--- src/design/pad_link_command_responder_unit_assert.svh ---
// Assertion macros shared by the link responder modules.
`ifndef PAD_LINK_COMMAND_RESPONDER_UNIT_ASSERT_SVH
`define PAD_LINK_COMMAND_RESPONDER_UNIT_ASSERT_SVH

// Expression must hold at every edge outside reset.
`define PLCR_ASSERT_ALWAYS(lbl, clk, rst, expr, msg) \
   lbl: assert property (@(posedge clk) disable iff (rst) (expr)) \
      else $error(msg);

// Consequent must hold in the cycle after the antecedent.
`define PLCR_ASSERT_NEXT(lbl, clk, rst, ante, cons, msg) \
   lbl: assert property (@(posedge clk) disable iff (rst) (ante) |=> (cons)) \
      else $error(msg);

`endif

--- src/design/plcr_pkg.sv ---
`timescale 1ns / 1ps

package plcr_pkg;

   // Sizes and reset values
   localparam int CARD_BITS_DEF = 256;
   localparam int QUEUE_DEPTH   = 2;
   localparam int CSR_IDX_W     = 1;
   localparam int CSR_DATA_W    = 8;

   localparam logic [7:0] IDLE_FLIP_RESET  = 8'd35;
   localparam logic [7:0] DISCONNECT_RESET = 8'd100;

   // Card data CRC
   localparam logic [7:0] CRC_SEED  = 8'hFF;
   localparam logic [7:0] CRC_TERM0 = 8'h8F;
   localparam logic [7:0] CRC_POLY  = 8'hC2;

   // Command bytes
   localparam logic [7:0] CMD_ORIGIN_A   = 8'h41;
   localparam logic [7:0] CMD_ORIGIN_B   = 8'h42;
   localparam logic [7:0] CMD_POLL_B     = 8'h40;
   localparam logic [7:0] CMD_POLL_A     = 8'h01;
   localparam logic [7:0] CMD_CARD_READ  = 8'h02;
   localparam logic [7:0] CMD_CARD_WRITE = 8'h03;

   // Item kinds
   localparam logic [1:0] KIND_CMD  = 2'd0;
   localparam logic [1:0] KIND_DATA = 2'd1;
   localparam logic [1:0] KIND_TICK = 2'd2;

   // Reply codes
   localparam logic [2:0] REPLY_NONE      = 3'd0;
   localparam logic [2:0] REPLY_STATUS_A  = 3'd1;
   localparam logic [2:0] REPLY_STATUS_B  = 3'd2;
   localparam logic [2:0] REPLY_ORIGIN    = 3'd3;
   localparam logic [2:0] REPLY_POLL_B    = 3'd4;
   localparam logic [2:0] REPLY_POLL_A    = 3'd5;
   localparam logic [2:0] REPLY_CARD_READ = 3'd6;
   localparam logic [2:0] REPLY_CARD_CRC  = 3'd7;

   // Event codes
   localparam logic [2:0] EVENT_NONE       = 3'd0;
   localparam logic [2:0] EVENT_DETECT_B   = 3'd1;
   localparam logic [2:0] EVENT_DETECT_A   = 3'd2;
   localparam logic [2:0] EVENT_DISCONNECT = 3'd3;
   localparam logic [2:0] EVENT_FLIP       = 3'd4;

   // Register indexes
   localparam logic [CSR_IDX_W-1:0] CSR_IDLE_FLIP  = 1'b0;
   localparam logic [CSR_IDX_W-1:0] CSR_DISCONNECT = 1'b1;

   typedef enum logic [1:0] {
      LINK_IDLE = 2'd0,
      LINK_B    = 2'd1,
      LINK_A    = 2'd2
   } link_type;

   // Classified operation handed from front to back
   typedef enum logic [3:0] {
      OP_NONE,
      OP_STATUS,
      OP_ORIGIN,
      OP_POLL_B,
      OP_POLL_A,
      OP_CARD_READ,
      OP_ARM,
      OP_DATA,
      OP_TICK
   } op_type;

   typedef struct packed {
      op_type op;
      logic   data_bit;
   } op_item_type;

   typedef struct packed {
      logic [1:0] command;
      logic [7:0] cmd_byte;
      logic       data_bit;
   } req_type;

   typedef struct packed {
      logic [2:0] reply;
      logic [7:0] crc_value;
      logic [2:0] event_res;
      logic       mode_a_enabled;
   } rsp_type;

   typedef struct packed {
      logic [7:0] idle_flip_ticks;
      logic [7:0] disconnect_ticks;
   } cfg_type;

endpackage

--- src/design/plcr_fifo.sv ---
`timescale 1ns / 1ps
`include "pad_link_command_responder_unit_assert.svh"

module plcr_fifo #(
   parameter int WIDTH = 8,
   parameter int DEPTH = 2
) (
   input  logic             clock,
   input  logic             reset,
   input  logic             push,
   input  logic [WIDTH-1:0] wdata,
   output logic             full,
   input  logic             pop,
   output logic [WIDTH-1:0] rdata,
   output logic             empty
);

   localparam int PTR_W = (DEPTH > 1) ? $clog2(DEPTH) : 1;
   localparam int CNT_W = $clog2(DEPTH + 1);

   logic [WIDTH-1:0] mem_ff [DEPTH];
   logic [PTR_W-1:0] wr_ptr_ff, wr_ptr_in;
   logic [PTR_W-1:0] rd_ptr_ff, rd_ptr_in;
   logic [CNT_W-1:0] count_ff, count_in;
   logic             do_push, do_pop;

   assign full    = (count_ff == CNT_W'(DEPTH));
   assign empty   = (count_ff == '0);
   assign do_push = push && !full;
   assign do_pop  = pop && !empty;
   assign rdata   = mem_ff[rd_ptr_ff];

   // pointer and count update
   always_comb begin
      wr_ptr_in = wr_ptr_ff;
      rd_ptr_in = rd_ptr_ff;
      count_in  = count_ff;
      if (do_push) begin
         wr_ptr_in = (wr_ptr_ff == PTR_W'(DEPTH - 1)) ? '0 : wr_ptr_ff + 1'b1;
      end
      if (do_pop) begin
         rd_ptr_in = (rd_ptr_ff == PTR_W'(DEPTH - 1)) ? '0 : rd_ptr_ff + 1'b1;
      end
      if (do_push && !do_pop) begin
         count_in = count_ff + 1'b1;
      end else if (do_pop && !do_push) begin
         count_in = count_ff - 1'b1;
      end
   end

   always_ff @(posedge clock) begin
      if (reset) begin
         wr_ptr_ff <= '0;
         rd_ptr_ff <= '0;
         count_ff  <= '0;
      end else begin
         wr_ptr_ff <= wr_ptr_in;
         rd_ptr_ff <= rd_ptr_in;
         count_ff  <= count_in;
      end
   end

   // storage, no reset
   always_ff @(posedge clock) begin
      if (do_push) begin
         mem_ff[wr_ptr_ff] <= wdata;
      end
   end

   `PLCR_ASSERT_ALWAYS(a_count_bound, clock, reset, count_ff <= CNT_W'(DEPTH),
      "queue count beyond depth")
   `PLCR_ASSERT_NEXT(a_push_not_empty, clock, reset, do_push && !do_pop, !empty,
      "queue empty after a beat was written")
   `PLCR_ASSERT_NEXT(a_ptr_gap, clock, reset, full,
      wr_ptr_ff == rd_ptr_ff || !full, "full queue with unequal pointers")

endmodule

--- src/design/plcr_front.sv ---
`timescale 1ns / 1ps

module plcr_front
   import plcr_pkg::*;
(
   input  logic        clock,
   input  logic        reset,
   input  logic        req_push,
   input  req_type     req_data,
   output logic        full,
   output op_item_type op_item,
   output logic        op_valid,
   input  logic        op_pop
);

   op_item_type dec_item;
   logic [$bits(op_item_type)-1:0] op_raw;
   logic        op_empty;

   // classify the incoming beat
   always_comb begin
      dec_item.data_bit = req_data.data_bit;
      dec_item.op       = OP_NONE;
      case (req_data.command)
         KIND_CMD: begin
            case (req_data.cmd_byte)
               CMD_ORIGIN_A, CMD_ORIGIN_B: dec_item.op = OP_ORIGIN;
               CMD_POLL_B:                 dec_item.op = OP_POLL_B;
               CMD_POLL_A:                 dec_item.op = OP_POLL_A;
               CMD_CARD_READ:              dec_item.op = OP_CARD_READ;
               CMD_CARD_WRITE:             dec_item.op = OP_ARM;
               default:                    dec_item.op = OP_STATUS;
            endcase
         end
         KIND_DATA: dec_item.op = OP_DATA;
         KIND_TICK: dec_item.op = OP_TICK;
         default:   dec_item.op = OP_NONE;
      endcase
   end

   // operation queue toward the back end
   plcr_fifo #(
      .WIDTH ($bits(op_item_type)),
      .DEPTH (QUEUE_DEPTH)
   ) u_op_queue (
      .clock (clock),
      .reset (reset),
      .push  (req_push),
      .wdata (dec_item),
      .full  (full),
      .pop   (op_pop),
      .rdata (op_raw),
      .empty (op_empty)
   );

   assign op_item  = op_item_type'(op_raw);
   assign op_valid = !op_empty;

endmodule

--- src/design/plcr_back.sv ---
`timescale 1ns / 1ps
`include "pad_link_command_responder_unit_assert.svh"

module plcr_back
   import plcr_pkg::*;
#(
   parameter int CARD_BITS = CARD_BITS_DEF
) (
   input  logic        clock,
   input  logic        reset,
   input  cfg_type     cfg,
   input  op_item_type op_item,
   input  logic        op_valid,
   output logic        op_pop,
   output rsp_type     rsp_data,
   output logic        empty,
   input  logic        pop
);

   localparam int CNT_W = $clog2(CARD_BITS + 1);

   logic             mode_a_ff, mode_a_in;
   link_type         link_ff, link_in;
   link_type         seen_ff, seen_in;
   logic [7:0]       tick_ff, tick_in;
   logic [7:0]       crc_ff, crc_in;
   logic [7:0]       term_ff, term_in;
   logic [CNT_W-1:0] bitpos_ff, bitpos_in;
   logic             armed_ff, armed_in;

   logic             res_full, op_fire;
   rsp_type          res;
   logic [$bits(rsp_type)-1:0] res_raw;
   logic [7:0]       tick_inc, idle_lim, disc_lim, term_next;
   logic [CNT_W-1:0] bitpos_inc;

   assign op_fire    = op_valid && !res_full;
   assign op_pop     = op_fire;
   assign tick_inc   = (tick_ff == 8'hFF) ? tick_ff : tick_ff + 8'd1;
   assign idle_lim   = (cfg.idle_flip_ticks == 8'd0) ? 8'd1 : cfg.idle_flip_ticks;
   assign disc_lim   = (cfg.disconnect_ticks == 8'd0) ? 8'd1 : cfg.disconnect_ticks;
   assign term_next  = {1'b0, term_ff[7:1]} ^ (term_ff[0] ? CRC_POLY : 8'h00);
   assign bitpos_inc = bitpos_ff + 1'b1;

   // one operation per cycle while the result queue has room
   always_comb begin
      mode_a_in = mode_a_ff;
      link_in   = link_ff;
      seen_in   = seen_ff;
      tick_in   = tick_ff;
      crc_in    = crc_ff;
      term_in   = term_ff;
      bitpos_in = bitpos_ff;
      armed_in  = armed_ff;
      res       = '0;
      if (op_fire) begin
         case (op_item.op)
            OP_STATUS: res.reply = mode_a_ff ? REPLY_STATUS_A : REPLY_STATUS_B;
            OP_ORIGIN: res.reply = REPLY_ORIGIN;
            OP_POLL_B: begin
               tick_in   = '0;
               link_in   = LINK_B;
               res.reply = REPLY_POLL_B;
            end
            OP_POLL_A: begin
               tick_in   = '0;
               link_in   = LINK_A;
               res.reply = REPLY_POLL_A;
            end
            OP_CARD_READ: res.reply = REPLY_CARD_READ;
            OP_ARM: begin
               crc_in    = CRC_SEED;
               term_in   = CRC_TERM0;
               bitpos_in = '0;
               armed_in  = 1'b1;
            end
            OP_DATA: begin
               if (armed_ff) begin
                  if (op_item.data_bit) begin
                     crc_in = crc_ff ^ term_ff;
                  end
                  term_in   = term_next;
                  bitpos_in = bitpos_inc;
                  // last card bit: report CRC and disarm
                  if (bitpos_inc == CNT_W'(CARD_BITS)) begin
                     res.reply     = REPLY_CARD_CRC;
                     res.crc_value = crc_in;
                     armed_in      = 1'b0;
                     bitpos_in     = '0;
                  end
               end
            end
            OP_TICK: begin
               tick_in = tick_inc;
               // mode change seen by the watchdog
               if (link_ff != seen_ff) begin
                  tick_in = '0;
                  seen_in = link_ff;
                  if (link_ff == LINK_B) begin
                     res.event_res = EVENT_DETECT_B;
                  end else if (link_ff == LINK_A) begin
                     res.event_res = EVENT_DETECT_A;
                  end
               end
               if (seen_in == LINK_IDLE) begin
                  if (tick_in >= idle_lim) begin
                     tick_in       = '0;
                     mode_a_in     = !mode_a_ff;
                     res.event_res = EVENT_FLIP;
                  end
               end else if (tick_in >= disc_lim) begin
                  tick_in       = '0;
                  res.event_res = EVENT_DISCONNECT;
               end
            end
            default: ;
         endcase
      end
      res.mode_a_enabled = mode_a_in;
   end

   always_ff @(posedge clock) begin
      if (reset) begin
         mode_a_ff <= 1'b1;
         link_ff   <= LINK_IDLE;
         seen_ff   <= LINK_IDLE;
         tick_ff   <= '0;
         crc_ff    <= CRC_SEED;
         term_ff   <= CRC_TERM0;
         bitpos_ff <= '0;
         armed_ff  <= 1'b0;
      end else begin
         mode_a_ff <= mode_a_in;
         link_ff   <= link_in;
         seen_ff   <= seen_in;
         tick_ff   <= tick_in;
         crc_ff    <= crc_in;
         term_ff   <= term_in;
         bitpos_ff <= bitpos_in;
         armed_ff  <= armed_in;
      end
   end

   // result queue toward the consumer
   plcr_fifo #(
      .WIDTH ($bits(rsp_type)),
      .DEPTH (QUEUE_DEPTH)
   ) u_rsp_queue (
      .clock (clock),
      .reset (reset),
      .push  (op_fire),
      .wdata (res),
      .full  (res_full),
      .pop   (pop),
      .rdata (res_raw),
      .empty (empty)
   );

   assign rsp_data = rsp_type'(res_raw);

   `PLCR_ASSERT_ALWAYS(a_idle_bitpos, clock, reset, armed_ff || bitpos_ff == '0,
      "bit position moved while CRC disarmed")
   `PLCR_ASSERT_NEXT(a_crc_done, clock, reset,
      op_fire && res.reply == REPLY_CARD_CRC, !armed_ff && bitpos_ff == '0,
      "CRC still armed after its reply")
   `PLCR_ASSERT_NEXT(a_flip, clock, reset,
      op_fire && res.event_res == EVENT_FLIP,
      tick_ff == 8'd0 && mode_a_ff != $past(mode_a_ff),
      "mode flip event without a flip")

endmodule

--- src/design/pad_link_command_responder_unit.sv ---
`timescale 1ns / 1ps
// Game-pad side responder of a one-wire console link. Every accepted input
// beat (command byte, card write data bit or watchdog tick) yields exactly one
// result beat, in order. The block sustains one beat per clock on both sides
// while the consumer pops: a decode stage writes classified operations into a
// two-entry queue, and the execution stage updates the link state and CRC
// once per cycle, when there is room, into a two-entry result queue. The card
// write CRC is advanced one data bit per beat with a running term register,
// so its cost does not depend on CARD_BITS. The user must write the two limit
// registers through the csr port while no beat is in flight; the block does
// not enforce this. A limit of zero behaves as one.

module pad_link_command_responder_unit
   import plcr_pkg::*;
#(
   parameter int CARD_BITS = CARD_BITS_DEF
) (
   input  logic                  clock,
   input  logic                  reset,
   input  logic                  req_push,
   input  req_type               req_data,
   output logic                  full,
   output rsp_type               rsp_data,
   output logic                  empty,
   input  logic                  pop,
   input  logic                  csr_we,
   input  logic [CSR_IDX_W-1:0]  csr_index,
   input  logic [CSR_DATA_W-1:0] csr_wdata
);

   cfg_type     cfg_ff, cfg_in;
   op_item_type op_item;
   logic        op_valid, op_pop;

   // limit registers
   always_comb begin
      cfg_in = cfg_ff;
      if (csr_we) begin
         case (csr_index)
            CSR_IDLE_FLIP:  cfg_in.idle_flip_ticks  = csr_wdata;
            CSR_DISCONNECT: cfg_in.disconnect_ticks = csr_wdata;
            default: ;
         endcase
      end
   end

   always_ff @(posedge clock) begin
      if (reset) begin
         cfg_ff.idle_flip_ticks  <= IDLE_FLIP_RESET;
         cfg_ff.disconnect_ticks <= DISCONNECT_RESET;
      end else begin
         cfg_ff <= cfg_in;
      end
   end

   plcr_front u_front (
      .clock    (clock),
      .reset    (reset),
      .req_push (req_push),
      .req_data (req_data),
      .full     (full),
      .op_item  (op_item),
      .op_valid (op_valid),
      .op_pop   (op_pop)
   );

   plcr_back #(
      .CARD_BITS (CARD_BITS)
   ) u_back (
      .clock    (clock),
      .reset    (reset),
      .cfg      (cfg_ff),
      .op_item  (op_item),
      .op_valid (op_valid),
      .op_pop   (op_pop),
      .rsp_data (rsp_data),
      .empty    (empty),
      .pop      (pop)
   );

endmodule

--- config.mk ---
export PLATFORM = sky130hd
export DESIGN_NAME = pad_link_command_responder_unit
export DESIGN_NICKNAME = d
export VERILOG_FILES = /design/src/design/plcr_pkg.sv /design/src/design/plcr_fifo.sv /design/src/design/plcr_front.sv /design/src/design/plcr_back.sv /design/src/design/pad_link_command_responder_unit.sv
export VERILOG_INCLUDE_DIRS = /design/src /design/src/design
export SDC_FILE = /design/constraint.sdc
export NUM_CORES = 1
export LEC_CHECK = 0
export ABC_AREA = 1
export ABC_CLOCK_PERIOD_IN_PS = 3000
export BUFFER_PORTS_ARGS = -buffer_cell sky130_fd_sc_hd__buf_2
export CAP_MARGIN = 20
export CORE_UTILIZATION = 39
export CTS_CLUSTER_DIAMETER = 60
export CTS_CLUSTER_SIZE = 8
export DETAILED_ROUTE_END_ITERATION = 7
export PLACE_DENSITY = 0.6
export SLEW_MARGIN = 20
export SYNTH_ARGS = -nofsm -noshare
export SYNTH_HDL_FRONTEND = slang
export SYNTH_SLANG_ARGS = --single-unit
--- constraint.sdc ---
create_clock -name clock -period 3 [get_ports clock]
set_input_delay 0.3 -clock clock [delete_from_list [all_inputs] [get_ports clock]]
set_output_delay 0.3 -clock clock [all_outputs]
set_load 0.005 [all_outputs]
==> flow_summary_export.csv, run 1 <==
group,metric,value,unit
outcome,status,"finished clean",
pwr,power_leakage,0.00247,uW
cts,htree_levels,3,
synthesis,synth_mux_area_frac,0.0330,
synthesis,syn_avg_cell_area,8.33,um^2
worst_setup_path,crit_start,"u_back.tick_ff[0]",
worst_setup_path,end_kind,"flip-flop",
hold_path,hold_class,"in -> reg",
cts,cts_hold_buf,0,
floorplanning,core,12700,um^2
worst_setup_path,worstSetupPathType,"reg -> reg",
grt,track_usage,0.170,
cts,cts_buffer_depth,2,
final_layout,final_core_util,0.460,
grt,grt_max_degree,25,
grt,grt_pass1_vias,3933,
pwr,power.total,4170,uW
placement,pre_cts_ws,0.00759,ns
placement,portBuffers,41,
worst_setup_path,required,3.10,ns
drt,drt_wl_total,10500,um
worst_setup_path,crit_top_cell,"nand2_1",
worst_setup_path,slowest_delay,0.36,ns
synthesis,ys_seq_area_frac,0.489,
synthesis,synth_top_family_by_area,"simple AND/OR/NAND/NOR gates",
cts,clock_latency,0.35,ns
final_layout,layout_commonest_cell,"nand2_1",
sta,finalCritPeriodShare,0.912,
floorplanning,die_h,117,um
drt,ant_nets,0,
synthesis,synth-xor-area-share,0.0308,
drt,remaining_drc_errors,0,
cts,cts_sinks,105,
sta,rsz0062_at_grt,"yes",
pwr,p_per_area,713,nW/um^2
synthesis,synth_area_leader_cell,"dfxtp_1",
hold_path,min_from,"req_data[0]",
floorplanning,die_x,117,um
cts,root_buffer,"clkbuf_16",
grt,antenna_found_initial,0,
sta,finalHoldViolations,0,
worst_setup_path,critPathMaxFanout,8,
sta,fin_tns_setup,0,ns
synthesis,synthTopCellsByArea,"dfxtp_1 (25%), edfxtp_1 (23%), nand2_1 (9.5%)",
worst_setup_path,critPathArrivalTime,2.84,ns
cts,cts_buffers,9,
synthesis,synth_nets,655,
worst_setup_path,worstPathCellList,"ha_1, nand2_1, nor2_2, nand2_2, or2_2, nand3_2, ha_1, o21ai_1, nand2_1, o21ai_0, inv_1, nand2_1, nand2_1, nand2_1, nand2_1, nand2_4, nor2_2, nand2_1, nand2_1",
synthesis,synthesis.area,5110,um^2
drt,dr.first_iter.drc_count,225,
grt,gr-total-overflow,0,
worst_setup_path,setup.worst_path.start_class,"flip-flop",
worst_setup_path,r2r_slack,0.26,ns
drt,viasPerCell,4.92,
placement,gp_congestion,0.875,
final_layout,diodes,0,
pwr,combPwrFrac,0.262,
grt,grt_pass1_wl,17800,um
pwr,clkPwrFrac,0.293,
synthesis,syn_inst,614,
worst_setup_path,cp_slowest_cell,"dfxtp_2",
sta,finalSetupViolCount,0,
drt,drt_pass1_iterations,4,
pwr,ir_drop,0.000375,V
sta,fin_skew,0.00698,ns
placement,dpl.hpwl,7690,um
synthesis,synth-compound-area-share,0.122,
synthesis,synth_cell_types,39,
sta,hold_ws,0.139,ns
flow_run,maxCapViolations,0,
floorplanning,rows,41,
cts,path_clk_slew,0.07,ns
drt,wl_per_cell,12.6,um
synthesis,ys_ff_latch,105,
drt,vias,4110,
worst_setup_path,reg2reg_from,"u_back.tick_ff[0]",
synthesis,yosys_warnings,0,
sta,final-max-slew-violation-count,0,
floorplanning,ios,42,
synthesis,synth_top_area_share,0.254,
pwr,p_int,2840,uW
sta,fin_crit,2.74,ns
synthesis,yosys.area_share.simple,0.211,
worst_setup_path,critPathBufInv,1,
sta,worst_slack,0.264,ns
synthesis,synth_fa_ha_area_frac,0.0391,
sta,tightestPinTransition,0.802,ns
sta,slew_headroom,0.465,
final_layout,final_nets,699,
pwr,seqPwrFrac,0.445,
pwr,p_switching,1340,uW
floorplanning,initial_core_util,0.402,
worst_setup_path,cp_top_family,"simple AND/OR/NAND/NOR gates",
final_layout,drive_above_1_share,0.155,
cts,cts_tree,"built",
pwr,swShare,0.320,
sta,max_freq,0.366,GHz
floorplanning,dieArea,13600,um^2
final_layout,synthToLayoutAreaGrowth,14.5,%
final_layout,layout_common_cells,"nand2_1 (127), inv_1 (77), dfxtp_1 (63)",
Yosys cell counts, drive strengths merged:
cell and instances:
nor2 62, inv 80, o21ai 44, nand3 32
a41o 2, a31oi 2, clkbuf 9, o211ai 7
nand3b 2, nand2 133, o21bai 2, mux2 15
buf 6, dfxtp 65, nor3 6, xnor2 3
edfxtp 40, ha 16, o22ai 6, nor4 6
a41oi 1, a21o 1, a21oi 49, or2 4
xor2 15, nand4 6
power by group through the flow:
stage                     Sequential, uW  Combinational, uW  Clock (uW)
after floorplan                     1850                773           0
after global placement              1880               1060           0
after detailed placement            1890               1090           0
after CTS                           1860               1100        1250
after global routing                1890               1240        1310
final                               1860               1090        1220
per-stage QoR:
stage | std cells | area [um^2]
floorplan | 614 | 5110
global placement | 818 | 5500
detailed placement | 818 | 5500
CTS | 834 | 5820
global route | 835 | 5860
finish | 835 | 5860
registers in the layout, indices dropped and copies added, names as in the netlist, 2 cells and up, named ones only:
| name | count |
|---|---|
| u_back.crc_ff | 8 |
| u_back.u_rsp_queue.mem_ff | 30 |
| u_back.link_ff | 2 |
| u_front.u_op_queue.count_ff | 2 |
| u_back.seen_ff | 2 |
| u_back.u_rsp_queue.count_ff | 2 |
| cfg_ff | 16 |
| u_front.u_op_queue.mem_ff | 10 |
| u_back.tick_ff | 8 |
| u_back.term_ff | 8 |
| u_back.bitpos_ff | 9 |
metal layers:
layer,global-route usage,up-vias,share of wire
met5,0,-,0
met4,0.0615,0,0.014
met3,0.0441,16,0.031
met2,0.303,67,0.50
met1,0.195,1900,0.45
li1,-,2127,-
cell families after synthesis:
kind of cell / after synthesis
compound gates: 114
xor+xnor: 18
fa+ha+maj: 16
buf+inv: 95
flops: 105
mux: 15
simple gates: 251
what timing repair did:
action,in CTS,in global routing
endpoints found under the setup margin,2,17
buffers inserted,0,1
gates resized for setup,1,10
area by class of cell:
type	count	area [um^2]
fillers	1304	6870
clock buffers	10	239
repair buffers	48	270
multi-input cells	414	2250
well taps	172	215
flip-flops and latches	105	2500
clock inverters	6	73.8
inverters	80	300
path summary, 6_finish.rpt:
check,cells past startpoint,endpoint
worst max-delay path,19,u_back.u_rsp_queue.mem_ff[1][0]
worst min-delay path,1,u_front.u_op_queue.mem_ff[1][0]
worst max register to register,19,u_back.u_rsp_queue.mem_ff[1][0]
worst min register to register,2,u_back.u_rsp_queue.rd_ptr_ff
worst reg2reg max path: stages (launching register included):
cell	delay [ns]
dfxtp_2	0.36
ha_1	0.17
nand2_1	0.09
nor2_2	0.13
nand2_2	0.12
or2_2	0.30
nand3_2	0.09
ha_1	0.24
o21ai_1	0.13
nand2_1	0.07
o21ai_0	0.15
inv_1	0.06
nand2_1	0.06
nand2_1	0.04
nand2_1	0.05
nand2_1	0.08
nand2_4	0.11
nor2_2	0.05
nand2_1	0.08
nand2_1	0.07
Note: power is estimated with default switching activity, not from simulation.
==> run 2: changes to the inputs <==
Settings changed: GPL_TIMING_DRIVEN set to 0.
==> flow_summary_export.csv, run 2 (synthesized netlist as in run 1, its figures left out) <==
group,metric,value,unit
final_layout,final_nets,709,
placement,gp_congestion,0.911,
cts,cts_buffer_depth,2,
final_layout,layout_common_cells,"nand2_1 (126), inv_1 (77), dfxtp_1 (62)",
floorplanning,die_h,117,um
drt,wl_per_cell,13.1,um
worst_setup_path,cp_slowest_cell,"dfxtp_4",
hold_path,min_from,"req_data[0]",
worst_setup_path,required,3.10,ns
sta,finalSetupViolCount,0,
drt,dr.first_iter.drc_count,241,
cts,cts_buffers,9,
floorplanning,initial_core_util,0.402,
placement,detailed_place.area,5530,um^2
grt,grt_pass1_wl,18400,um
sta,fin_tns_setup,0,ns
grt,gr-total-overflow,0,
worst_setup_path,critPathMaxFanout,6,
pwr,p_per_area,695,nW/um^2
final_layout,diodes,0,
grt,grt_max_degree,19,
pwr,power.total,4100,uW
pwr,power_leakage,0.00249,uW
floorplanning,rows,41,
sta,tightestPinTransition,0.803,ns
worst_setup_path,worstPathCellList,"ha_1, nand2_2, nor2_2, nand2_2, or2_2, nand3_2, ha_1, o21ai_1, nand2_1, o21ai_0, inv_1, nand2_1, nand2_1, nand2_1, nand2_1, o21ai_1, inv_1",
placement,dpl.hpwl,8350,um
floorplanning,dieArea,13600,um^2
final_layout,synthToLayoutAreaGrowth,15.2,%
worst_setup_path,ff2ff_path_depth,17,
drt,vias,4208,
flow_run,maxCapViolations,0,
grt,antenna_found_initial,0,
hold_path,whs_path_depth,1,
final_layout,top_register,"u_back.u_rsp_queue.mem_ff",
worst_setup_path,worstSetupPathType,"reg -> reg",
cts,cts_sinks,105,
worst_setup_path,end_kind,"flip-flop",
final_layout,fillCellCount,1280,
final_layout,layout_commonest_cell,"nand2_1",
sta,finalHoldViolations,0,
worst_setup_path,slowest_delay,0.37,ns
drt,drt_pass1_iterations,4,
hold_path,holdPathEnd,"u_front.u_op_queue.mem_ff[0][0]",
drt,ant_nets,0,
sta,finalCritPeriodShare,0.916,
pwr,ir_drop,0.000402,V
final_layout,drive_above_1_share,0.159,
outcome,status,"finished clean",
placement,portBuffers,40,
sta,max_freq,0.364,GHz
worst_setup_path,setup.worst_path.start_class,"flip-flop",
final_layout,top_regs,"u_back.u_rsp_queue.mem_ff: 30 flops, cfg_ff: 16 flops, u_front.u_op_queue.mem_ff: 10 flops",
final_layout,stdcell_area,5890,um^2
final_layout,final_core_util,0.463,
drt,drt_wl_total,11100,um
cts,clock_latency,0.35,ns
floorplanning,core,12700,um^2
worst_setup_path,critPathArrivalTime,2.85,ns
final_layout,largest_reg_flops,30,
cts,root_buffer,"clkbuf_16",
sta,hold_ws,0.142,ns
worst_setup_path,r2r_slack,0.25,ns
worst_setup_path,crit_top_cell,"nand2_1",
sta,final-max-slew-violation-count,0,
grt,grt_pass1_vias,4014,
sta,fin_skew,0.00769,ns
worst_setup_path,rr_endpoint,"u_back.u_rsp_queue.mem_ff[1][2]",
floorplanning,ios,42,
final_layout,seq_area,2510,um^2
final_layout,multi_input_area,2280,um^2
sta,slew_headroom,0.464,
cts,htree_levels,3,
grt,track_usage,0.178,
sta,fin_crit,2.75,ns
worst_setup_path,reg2reg_from,"u_back.tick_ff[0]",
hold_path,hold_class,"in -> reg",
floorplanning,die_x,117,um
drt,viasPerCell,4.98,
cts,path_clk_slew,0.07,ns
drt,remaining_drc_errors,0,
cts,cts_tree,"built",
## run 2: power breakdown
group	switching [uW]	internal [uW]	total, uW
Combinational	715	406	1120
Clock	534	595	1130
Sequential	98.0	1750	1850
Total	1350	2750	4100
## run 2: metal layers
metal / track usage / part of all wire
met3: 0.0524 / 0.037
met2: 0.310 / 0.50
met5: 0 / 0
met4: 0.0538 / 0.010
met1: 0.212 / 0.45
## run 2: cell type report
cell class,count,share of cell area
sequential,105,0.426
multi-input combinational,414,0.387
inverter,80,0.0510
clock buffer,11,0.0412
timing repair buffer,43,0.0378
tap,172,0.0365
buffer,15,0.0136
clock inverter,5,0.00659
## run 2: critical path: cells and delay by family (launching register included)
kind | cells | cell delay [ns]
adders and majority gates | 2 | 0.41
and+or+nand+nor | 10 | 1.07
AOI/OAI and AO/OA | 3 | 0.48
DFF | 1 | 0.37
buffers and inverters | 2 | 0.13
## run 2: worst max-delay path by stage
stage | from | end | slack, ns | cells past startpoint
2_1_floorplan | u_back.tick_ff[0] | u_back.u_rsp_queue.mem_ff[0][0] | 0.39 | 19
3_3_place_gp | u_back.link_ff[1] | u_back.u_rsp_queue.mem_ff[1][0] | -0.1 | 19
3_5_place_dp | u_back.link_ff[0] | u_back.u_rsp_queue.mem_ff[1][0] | -0.1 | 19
4_1_cts | u_back.tick_ff[0] | u_back.u_rsp_queue.mem_ff[1][0] | 0.001 | 19
5_1_grt | u_back.tick_ff[0] | u_back.u_rsp_queue.mem_ff[0][0] | -0.02 | 19
6_report | u_back.tick_ff[0] | u_back.u_rsp_queue.mem_ff[1][2] | 0.25 | 17
## run 2: per-stage QoR
| stage | instances | setup WS [ns] |
|---|---|---|
| final | 845 | 0.253 |
| after global routing | 845 | -0.0187 |
| after CTS | 842 | 0.00109 |
| after detailed placement | 826 | -0.0987 |
| after global placement | 826 | -0.0981 |
| after floorplan | 614 | 0.390 |
## run 2: what timing repair did
action,in CTS,in global routing
setup buffers,0,3
hold buffers,0,0
cloned,0,0
pin swaps,0,2
resized for setup,4,15
setup endpoints to repair,14,17
